**src/rtl/core/vn2c_pkg.sv**
```systemverilog
`timescale 1ns / 1ps
`default_nettype none
package vn2c_pkg;

   localparam int FRAC_BITS = 8;
   localparam int INT_BITS  = 20;
   localparam int COORD_W   = 28;
   localparam int CELL_W    = (INT_BITS + FRAC_BITS > COORD_W) ?
                              (COORD_W - FRAC_BITS) : INT_BITS;
   localparam int T16_SHIFT = 16 - FRAC_BITS;

   localparam int W_W    = 17;
   localparam int LAT_W  = 32;
   localparam int BLUR_W = 36;
   localparam int PROD_W = 54;
   localparam int SUM_W  = 55;
   localparam int OUT_W  = 16;

   localparam int QDEPTH = 4;
   localparam int QPTR_W = 2;
   localparam int QCNT_W = 3;

   localparam logic [31:0] HASH_Y_MUL  = 32'd2999;
   localparam logic [31:0] HASH_SQ_MUL = 32'd15731;
   localparam logic [31:0] HASH_ADD1   = 32'd792222;
   localparam logic [31:0] HASH_ADD2   = 32'd1376312589;
   localparam logic [31:0] HASH_MASK   = 32'h7fff_ffff;
   localparam logic [31:0] LAT_ONE     = 32'h4000_0000;

   localparam logic [W_W-1:0] COS_ROM [33] = '{
      17'd0,     17'd158,   17'd630,   17'd1411,  17'd2494,  17'd3869,
      17'd5522,  17'd7438,  17'd9598,  17'd11980, 17'd14563, 17'd17321,
      17'd20228, 17'd23256, 17'd26375, 17'd29556, 17'd32768, 17'd35980,
      17'd39161, 17'd42280, 17'd45308, 17'd48215, 17'd50973, 17'd53556,
      17'd55938, 17'd58098, 17'd60014, 17'd61667, 17'd63042, 17'd64125,
      17'd64906, 17'd65378, 17'd65536
   };

   typedef struct packed {
      logic [31:0]    cell_x;
      logic [31:0]    cell_y;
      logic [W_W-1:0] weight_x;
      logic [W_W-1:0] weight_y;
   } item_type;

   typedef struct packed {
      logic [W_W-1:0] weight_x;
      logic [W_W-1:0] weight_y;
   } weights_type;

   function automatic logic [W_W-1:0] cos_weight(input logic [FRAC_BITS-1:0] frac);
      logic [15:0]    t16;
      logic [5:0]     idx;
      logic [W_W-1:0] lo;
      logic [W_W-1:0] hi;
      logic [22:0]    prod;
      t16  = 16'(frac) << T16_SHIFT;
      idx  = {1'b0, t16[15:11]};
      lo   = COS_ROM[idx];
      hi   = COS_ROM[idx + 6'd1];
      prod = 23'(hi - lo) * 23'(t16[10:0]) + 23'd1024;
      return lo + W_W'(prod >> 11);
   endfunction

endpackage
`default_nettype wire

```
**src/rtl/core/vn2c_front.sv**
```systemverilog
`timescale 1ns / 1ps
`default_nettype none
module vn2c_front (
   input  logic                          clock,
   input  logic                          reset,
   input  logic                          req_valid,
   output logic                          req_ready,
   input  logic [vn2c_pkg::COORD_W-1:0]  req_x_coord,
   input  logic [vn2c_pkg::COORD_W-1:0]  req_y_coord,
   output logic                          out_valid,
   input  logic                          out_ready,
   output vn2c_pkg::item_type            out_item
);
   import vn2c_pkg::*;

   logic     vld_ff;
   logic     vld_in;
   item_type item_ff;
   item_type item_in;
   logic     load;

   assign req_ready = !vld_ff || out_ready;
   assign load      = req_valid && req_ready;
   assign vld_in    = load || (vld_ff && !out_ready);

   always_comb begin
      item_in.cell_x   = 32'(req_x_coord[FRAC_BITS +: CELL_W]);
      item_in.cell_y   = 32'(req_y_coord[FRAC_BITS +: CELL_W]);
      item_in.weight_x = cos_weight(req_x_coord[FRAC_BITS-1:0]);
      item_in.weight_y = cos_weight(req_y_coord[FRAC_BITS-1:0]);
   end

   always_ff @(posedge clock) begin
      if (reset) begin
         vld_ff <= 1'b0;
      end else begin
         vld_ff <= vld_in;
      end
   end

   always_ff @(posedge clock) begin
      if (load) begin
         item_ff <= item_in;
      end
   end

   assign out_valid = vld_ff;
   assign out_item  = item_ff;
endmodule
`default_nettype wire

```
**config.mk**
```make
export PLATFORM = sky130hd
export DESIGN_NAME = vn2c_front
export DESIGN_NICKNAME = d
export VERILOG_FILES = /design/src/rtl/core/vn2c_pkg.sv /design/src/rtl/core/vn2c_front.sv
export SDC_FILE = /design/constraint.sdc
export NUM_CORES = 1
export LEC_CHECK = 0
export ABC_AREA = 1
export ABC_CLOCK_PERIOD_IN_PS = 7660
export BUFFER_PORTS_ARGS = -buffer_cell sky130_fd_sc_hd__clkbuf_2
export CORE_MARGIN = 8
export CORE_UTILIZATION = 53
export DETAILED_ROUTE_END_ITERATION = 7
export MAX_ROUTING_LAYER = met4
export PLACE_DENSITY = 0.75
export SLEW_MARGIN = 20
export SYNTH_ARGS = -nofsm -noshare
export SYNTH_HDL_FRONTEND = slang
export SYNTH_SLANG_ARGS = --single-unit
```
**constraint.sdc**
```tcl
create_clock -name clock -period 7.66 [get_ports clock]
set_input_delay 0.383 -clock clock [delete_from_list [all_inputs] [get_ports clock]]
set_output_delay 0.383 -clock clock [all_outputs]
set_load 0.005 [all_outputs]
```
==> results.toml <==
[status]
status = "completed"

[clock_tree]
clock-root-buffer = "clkbuf_16"
cts.htree.levels = 3
clk_transition_reported_paths_ps = 60
numClockSinks = 75
post_cts_hold_buffer_count = 0
tritoncts = "done"
cts-buffers-inserted = 9
clock_insertion_delay_worst_skew_ps = 320
buffers_from_clock_root_to_sink_at_most = 2

[timing]
setup_total_negative_slack_ps = 0
maxSlewViolCount = 0
max_freq_mhz = 139
rsz0062_at_grt = "false"
final_min_period_over_clock_period_pct = 93.9
final.setup.worst_slack_ps = 469
finalSetupViolCount = 0
timing.final.hold_violations = 0
tightestPinTransition_ps = 1210
fin_skew_ps = 7.58
fin_crit_period_ps = 7190
max-slew-margin-rel_pct = 18.1

[logic_synthesis]
post_synth_instance_area_um2 = 10900
synth_cell_type_count = 63
ys_seq_area_share_pct = 20.6
synth_warnings = 0
ys_seq_elements = 75
post_synthesis_instance_total = 1610
syn_area_per_cell_um2 = 6.77

[hold_path]
hold_path.class = "in2reg"
hp-start = "reset"

[critical_path]
critPathMostFrequentCell = "nand2_1"
critical_path_peak_fanout = 7
crit-reg2reg-launch = "out_valid"
critical_path.startpoint = "req_x_coord[3]"
cp_data_arrival_time_ps = 7250
critical_path.slowest_cell = "fa_1"
worst-setup-path-type = "in2reg"
cp_data_required_time_ps = 7720
crit_path_end_kind = "register"
slowest_delay_ps = 500
critical_path.startpoint_type = "primary input"

[cells_and_area]
finish.utilization_pct = 62.3
fin_nets = 1988
drive_gt1_share_pct = 15.8
antenna_diode_count = 0
finalNonFillerCells = 2072
areaGrowthSynthToFinish_pct = 15.5

[floorplan]
num_io_pins = 160
die-width_um = 159
area_of_the_core_um2 = 20200
initial_utilization_pct = 53.9
die_area_um2 = 25400
chipHeight_um = 159
placementRows = 52

[placement]
post-place-ws_ps = 144
dp_hpwl_mm = 29.1
io_buffer_count = 135
placedCellCount = 2056
gp_congestion = 0.986

[drt]
viasPerCell = 5.55
drt_pass1_iterations = 6
wl_per_cell_um = 16.9
remaining_drc_errors = 0
postRouteAntennaNets = 0
num_vias = 11500
postRouteWirelength_mm = 35.1
drt_iter0_markers = 956

[grt]
grt.overflow.total = 0
vias_in_the_first_global_route = 10800
number_of_antenna_violations_at_the_first_check_in_global_routing = 0
groute.usage.overall_pct = 27.4
largest_net_degree_at_the_start_of_global_routing = 65
grt_first_pass_wirelength_mm = 56.0

[power_and_ir_drop]
sum_of_internal_switching_and_leakage_power_uw = 6020
vdd_ir_drop_max_mv = 0.278
power.density_nw_per_um2 = 477
leakage_uw = 0.00669

[run]
maxCapViolCount = 0
## where the power goes
| group | internal, uW | switching [uW] |
|---|---|---|
| Sequential | 754 | 35.1 |
| Combinational | 1960 | 2900 |
| Clock | 217 | 152 |
## registers in the layout, indices dropped and copies added (netlist names)
signal and flops:
out_valid 1, out_item 74
## worst max-delay path, delay by kind of cell
| family | cells | cell delay [ps] |
|---|---|---|
| AOI/OAI and AO/OA | 7 | 1240 |
| xor gates and xnor gates | 3 | 570 |
| adders and majority gates | 6 | 2150 |
| buffers and inverters | 7 | 920 |
| and+or+nand+nor | 15 | 1990 |
## stage by stage
| stage | area (um2) | hold slack (ps) |
|---|---|---|
| after floorplan | 11000 | 452 |
| after global placement | 12300 | 527 |
| after detailed placement | 12300 | 537 |
| after CTS | 12600 | 196 |
| after global routing | 12600 | 200 |
| final | 12600 | 206 |
## final timing paths
check | endpoint | slack (ps) | cells past startpoint
hold / removal | out_valid | 210 | 2
setup reg to reg | out_item[23] | 5860 | 2
hold reg to reg | out_valid | 550 | 2
setup / recovery | out_item[31] | 470 | 38
## routing by layer
layer | up-vias | global-route usage [%] | share of wire, %
met2 | 570 | 40.6 | 42
li1 | 5608 | - | -
met1 | 5252 | 37.3 | 46
met5 | - | - | 0
met3 | 70 | 5.64 | 9.3
met4 | 0 | 7.72 | 2.4
## cell families after synthesis
logic type | synth area share [%]
xor+xnor | 7.11
other cells | 0.0344
buf+inv | 12.9
compound gates | 15.6
flops | 20.6
fa+ha+maj | 17.1
simple gates | 26.7
## layout by cell type (no fill, tap or decap), drive strengths merged, types with 16 or more instances in the layout
cell      n
a21oi   109
a31oi    16
buf      89
clkbuf  144
conb     24
edfxtp   74
fa       30
ha      101
inv     268
nand2   402
nand3   106
nand4    18
nor2    127
nor3     23
o21ai    80
xnor2    26
xor2     57
## final cells by class
cell class,count,area (um2)
inverters,272,1020
clock inverters,7,45.0
repair buffers,224,1340
flip-flops and latches,75,2240
multi-input cells,1215,7390
fillers,1876,7630
well taps,270,338
clock buffers,9,225
## synthesized netlist by cell type (all sizes together)
cell       n  area share, %
nand2    402             14
inv      268            9.2
nor2     127            4.6
a21oi    109            5.0
nand3    106            5.0
ha       101             12
o21ai     80            3.7
edfxtp    74             20
xor2      57            5.0
buf       45            2.6
fa        30            5.5
clkbuf    26           0.91
xnor2     26            2.1
nor3      23            1.1
nand4     18            1.0
a31oi     16           0.92
o211ai    10           0.69
a311oi     9           0.72
a211oi     7           0.48
a21o       7           0.48
or2        7           0.42
a221oi     6           0.48
o31ai      6           0.41
nand3b     5           0.34
o21bai     5           0.34
o221ai     5           0.40
clkinv     4           0.15
o2111ai    4           0.32
o21a       4           0.28
o32ai      4           0.32
o22ai      3           0.17
a32o       2           0.18
and2       2           0.11
o311ai     2           0.16
a22o       1          0.080
a2bb2oi    1          0.080
a311o      1          0.092
a31o       1          0.080
a32oi      1          0.080
and3       1          0.057
conb       1          0.034
dfxtp      1           0.18
nor3b      1          0.069
or4        1          0.069
## what timing repair did
action,CTS,global route
endpoints found under the setup margin,0,7
endpoints found under the hold margin,0,0
resized for setup,0,6
setup buffers,0,0
No activity file was read; power rests on OpenSTA's default activity.
