**src/rtl/core/vn2c_pkg.sv**
```systemverilog
`timescale 1ns / 1ps
`default_nettype none
package vn2c_pkg;

   localparam int FRAC_BITS = 8;
   localparam int INT_BITS  = 20;
   localparam int COORD_W   = 28;
   localparam int CELL_W    = (INT_BITS + FRAC_BITS > COORD_W) ?
                              (COORD_W - FRAC_BITS) : INT_BITS;
   localparam int T16_SHIFT = 16 - FRAC_BITS;

   localparam int W_W    = 17;
   localparam int LAT_W  = 32;
   localparam int BLUR_W = 36;
   localparam int PROD_W = 54;
   localparam int SUM_W  = 55;
   localparam int OUT_W  = 16;

   localparam int QDEPTH = 4;
   localparam int QPTR_W = 2;
   localparam int QCNT_W = 3;

   localparam logic [31:0] HASH_Y_MUL  = 32'd2999;
   localparam logic [31:0] HASH_SQ_MUL = 32'd15731;
   localparam logic [31:0] HASH_ADD1   = 32'd792222;
   localparam logic [31:0] HASH_ADD2   = 32'd1376312589;
   localparam logic [31:0] HASH_MASK   = 32'h7fff_ffff;
   localparam logic [31:0] LAT_ONE     = 32'h4000_0000;

   localparam logic [W_W-1:0] COS_ROM [33] = '{
      17'd0,     17'd158,   17'd630,   17'd1411,  17'd2494,  17'd3869,
      17'd5522,  17'd7438,  17'd9598,  17'd11980, 17'd14563, 17'd17321,
      17'd20228, 17'd23256, 17'd26375, 17'd29556, 17'd32768, 17'd35980,
      17'd39161, 17'd42280, 17'd45308, 17'd48215, 17'd50973, 17'd53556,
      17'd55938, 17'd58098, 17'd60014, 17'd61667, 17'd63042, 17'd64125,
      17'd64906, 17'd65378, 17'd65536
   };

   typedef struct packed {
      logic [31:0]    cell_x;
      logic [31:0]    cell_y;
      logic [W_W-1:0] weight_x;
      logic [W_W-1:0] weight_y;
   } item_type;

   typedef struct packed {
      logic [W_W-1:0] weight_x;
      logic [W_W-1:0] weight_y;
   } weights_type;

   function automatic logic [W_W-1:0] cos_weight(input logic [FRAC_BITS-1:0] frac);
      logic [15:0]    t16;
      logic [5:0]     idx;
      logic [W_W-1:0] lo;
      logic [W_W-1:0] hi;
      logic [22:0]    prod;
      t16  = 16'(frac) << T16_SHIFT;
      idx  = {1'b0, t16[15:11]};
      lo   = COS_ROM[idx];
      hi   = COS_ROM[idx + 6'd1];
      prod = 23'(hi - lo) * 23'(t16[10:0]) + 23'd1024;
      return lo + W_W'(prod >> 11);
   endfunction

endpackage
`default_nettype wire

```
**src/rtl/core/vn2c_queue.sv**
```systemverilog
`timescale 1ns / 1ps
`default_nettype none
module vn2c_queue (
   input  logic               clock,
   input  logic               reset,
   input  logic               in_valid,
   output logic               in_ready,
   input  vn2c_pkg::item_type in_item,
   output logic               out_valid,
   input  logic               out_pop,
   output vn2c_pkg::item_type out_item
);
   import vn2c_pkg::*;

   item_type          mem_ff [QDEPTH];
   logic [QPTR_W-1:0] wr_ptr_ff;
   logic [QPTR_W-1:0] rd_ptr_ff;
   logic [QCNT_W-1:0] count_ff;
   logic [QCNT_W-1:0] count_in;
   logic              push;
   logic              pop;

   assign in_ready  = (count_ff != QCNT_W'(QDEPTH));
   assign out_valid = (count_ff != '0);
   assign push      = in_valid && in_ready;
   assign pop       = out_pop && out_valid;
   assign out_item  = mem_ff[rd_ptr_ff];

   always_comb begin
      count_in = count_ff;
      if (push && !pop) begin
         count_in = count_ff + QCNT_W'(1);
      end else if (pop && !push) begin
         count_in = count_ff - QCNT_W'(1);
      end
   end

   always_ff @(posedge clock) begin
      if (reset) begin
         wr_ptr_ff <= '0;
         rd_ptr_ff <= '0;
         count_ff  <= '0;
      end else begin
         count_ff <= count_in;
         if (push) begin
            wr_ptr_ff <= wr_ptr_ff + QPTR_W'(1);
         end
         if (pop) begin
            rd_ptr_ff <= rd_ptr_ff + QPTR_W'(1);
         end
      end
   end

   always_ff @(posedge clock) begin
      if (push) begin
         mem_ff[wr_ptr_ff] <= in_item;
      end
   end
endmodule
`default_nettype wire

```
**config.mk**
```make
export PLATFORM = sky130hd
export DESIGN_NAME = vn2c_queue
export DESIGN_NICKNAME = d
export VERILOG_FILES = /design/src/rtl/core/vn2c_pkg.sv /design/src/rtl/core/vn2c_queue.sv
export SDC_FILE = /design/constraint.sdc
export NUM_CORES = 1
export LEC_CHECK = 0
export ABC_AREA = 1
export BUFFER_PORTS_ARGS = -buffer_cell sky130_fd_sc_hd__buf_2
export CORE_MARGIN = 8
export CORE_UTILIZATION = 40
export DETAILED_ROUTE_END_ITERATION = 8
export SYNTH_ARGS = -nofsm -noshare
export SYNTH_HDL_FRONTEND = slang
export SYNTH_SLANG_ARGS = --single-unit
```
**constraint.sdc**
```tcl
create_clock -name clock -period 7 [get_ports clock]
set_clock_uncertainty 0.2 [all_clocks]
set_input_delay 0.35 -clock clock [delete_from_list [all_inputs] [get_ports clock]]
set_output_delay 0.35 -clock clock [all_outputs]
set_load 0.005 [all_outputs]
```
==> summary.md <==
| Metric | Value |
|---|---|
| Status | `finished, final reports clean` |
| Non-Filler Instances | `1823` |
| Worst hold stages | `2` |
| Syn-to-layout area delta | `24.8%` |
| Initial antenna violation count | `4` |
| Clock Latency Late Sink | `550 ps` |
| Die area | `43900 um^2` |
| Die Width | `approximately 210 um` |
| Clock Pin Slew Worst Setup and Hold Paths | `60 ps` |
| Worst R2R End | `mem_ff[0][47]` |
| Min-delay worst type | `reg2reg` |
| All-Layer GR Usage | `15.5%` |
| First-pass GRT wire length | `53500 um` |
| Final total power | `about 6600 uW` |
| Max-Cap Viols | `0` |
| Sequential share of the synthesized area | `79.7%` |
| Maximum VDD drop | `235 uV` |
| DRT iter0 DRCs | `638` |
| Mapped Cells | `slightly above 1000` |
| Relative max-transition margin | `between 20% and 30%` |
| Setup tns final | `0 ps` |
| Reg2reg setup slack | `3870 ps` |
| Fin. max-slew vios | `0` |
| DR DRC count | `0` |
| Cells on worst reg2reg path | `6` |
| Ys Warns | `0` |
| Chip Height | `approximately 210 um` |
| CP arrival | `3180 ps` |
| Row count | `a little over 70` |
| Total global routing overflow | `0` |
| First-pass DRT Iterations | `5` |
| IO buf count | `201` |
| Comb power frac | `21.3%` |
| Post-DRT Antenna Nets | `0` |
| Sequential group share of total power | `a little under half` |
| WP data required | `6450 ps` |
| Critical path launch point type | `flip-flop` |
| # fillers | `3174` |
| CP endpoint kind | `output port` |
| Root Driver | `clkbuf_16` |
| Mapped Area | `15000 um^2` |
| Avg Cell Area, Syn | `approximately 15 um^2` |
| FMAX | `between 0.2 and 0.3 GHz` |
| Share of layout cells above drive strength 1 | `21.0%` |
| Overall routed net length | `34600 um` |
| Worst-Margin Slew | `around 1100 ps` |
| PwrDens | `351 nW/um^2` |
| Switching power | `1880 uW` |
| Number of global-route vias before repair | `between 9000 and 10000` |
| P_int | `4690 uW` |
| Starting density of the core | `about two fifths` |
| R2r startpoint | `count_ff[0]` |
| Final setup viols | `0` |
| Synth unique cells | `22` |
| Multi-input gate area | `roughly 2600 um^2` |
| H-tree depth | `2` |
| Placed cell areas | `between 15000 and 20000 um^2` |
| Worst-case clock buffer depth | `3` |
| DR vias/cell | `5.10` |
| Setup Crit Path Kind | `reg2out` |
| Clk pwr share | `roughly 33%` |
| Final Cycle Share | `53.2%` |
| Final nets | `1420` |
| Num CTS Buffers | `42` |
| Hold_sp | `rd_ptr_ff[1]` |
| Routed vias | `9291` |
| Sw frac | `approximately 29%` |
| FF/Latch Area | `12000 um^2` |
| Clock net sink count | `401` |
| Yosys reg bits | `401` |
| Core area | `37300 um^2` |
| IO Count | `202` |
| CTS tree | `built` |
| Leak | `0.00658 uW` |
| GP Congestion | `0.745` |
| Final Critical Period | `3730 ps` |
| Final hold violations | `0` |
| Inst Count DP | `~1600` |
| Finished Cell Area | `18700 um^2` |
| Routed len/inst | `around 19 um` |
| CP Max Fanout | `145` |
| Largest net degree at the start of global routing | `between 100 and 150` |
| Unrepaired setup endpoints after global routing | `false` |
| Net count after synthesis | `1124` |
| Hpwl dp | `19000 um` |
[worst max-delay path: stages (launching register included)]
cell     delay, ps
dfxtp_4        540
inv_6          840
buf_4          610
o21ai_0        160
o22ai_1        250
buf_2          170
[cell type report]
class | count | area share [%]
antenna | 3 | 0.0401
clock buffer | 60 | 6.64
clock inverter | 18 | 0.588
inverter | 16 | 0.354
multi-input combinational | 535 | 13.9
sequential | 401 | 63.9
tap | 474 | 3.17
timing repair buffer | 316 | 11.4
[worst max-delay path by stage]
| stage | to | from | cells past startpoint | slack [ps] |
|---|---|---|---|---|
| after floorplan | mem_ff[0][0] | count_ff[0] | 4 | 1480 |
| after CTS | out_item[4] | flip-flop | 5 | 3180 |
| after detailed placement | out_item[4] | flip-flop | 5 | 3770 |
| after global routing | out_item[87] | flip-flop | 5 | 2970 |
| final | out_item[4] | flip-flop | 5 | 3270 |
| after global placement | out_item[4] | flip-flop | 5 | 3810 |
[through the flow]
step                      util, %  worst slack [ps]  hold WS [ps]
final                        50.1              3270           293
after global routing         50.1              2970           313
after CTS                    50.1              3180           295
after detailed placement     43.8              3770           284
after global placement       43.8              3810           278
after floorplan                 -              1480           219
[state kept, by name (all words and copies together), names as in the netlist, named ones only]
| signal | flops |
|---|---|
| mem_ff | 392 |
| wr_ptr_ff | 2 |
| count_ff | 3 |
| rd_ptr_ff | 2 |
[power by group through the flow]
stage	sequential (uW)	combinational, uW	clock [uW]
2_1_floorplan	3050	840	0
3_3_place_gp	3070	1360	0
3_5_place_dp	3080	1380	0
4_1_cts	3030	1430	2200
5_1_grt	3050	1570	2280
6_report	3020	1400	2150
[metal layers]
layer	GRT usage, %	routed length [um]	share of wire [%]	vias up
met4	4.64	547	1.6	0
met2	24.2	16000	46	232
met1	21.3	16100	47	4596
met5	0	0	0	-
met3	3.61	1940	5.6	36
li1	-	-	-	4427
[what timing repair did]
item                       4_1_cts  5_1_grt
resized for setup                0        0
setup buffers                    0        0
setup endpoints to repair        0        0
hold buffers                   102        0
hold endpoints to repair       401        0
[synth_stat cells (all sizes together)]
cell type / count / area [um^2]
edfxtp: 392 / 11800
xor2: 1 / 8.76
fa: 1 / 20.0
nor2: 210 / 788
o21ai: 197 / 986
buf: 28 / 262
nand2: 15 / 56.3
nand3b: 1 / 7.51
dfxtp: 9 / 180
ha: 5 / 62.6
inv: 16 / 65.1
o22ai: 98 / 613
nand3: 4 / 20.0
clkbuf: 36 / 138
a21oi: 3 / 15.0
[kinds of logic (layout without fill, tap and decap cells)]
group / after synthesis / in the layout / share of synthesized area, %
AOI/OAI and AO/OA: 298 / 298 / 10.8
and+or+nand+nor: 230 / 230 / 5.82
xor gates and xnor gates: 1 / 1 / 0.0584
DFF: 401 / 401 / 79.7
adders and majority gates: 6 / 6 / 0.551
buffers and inverters: 80 / 410 / 3.10
other: 0 / 3 / 0
[cells in the final DEF (no fill, tap or decap)]
cell,netlist,final
edfxtp_1,392,392
nor2_1,210,206
buf_2,7,201
o21ai_0,150,150
dlygate4sd3_1,0,102
o22ai_1,98,98
o21ai_1,47,47
clkbuf_16,0,45
nand2_1,15,15
inv_1,14,14
buf_4,5,13
clkbuf_1,34,9
clkinv_1,0,9
clkinv_2,0,7
dfxtp_1,9,7
clkbuf_8,0,6
ha_1,5,5
nor2_4,0,4
nand3_1,4,4
diode_2,0,3
a21oi_1,3,3
inv_6,1,2
dfxtp_4,0,2
xor2_1,1,1
nand3b_1,1,1
fa_1,1,1
clkinvlp_4,0,1
bufinv_16,0,1
(Power assumes the default switching activity.)
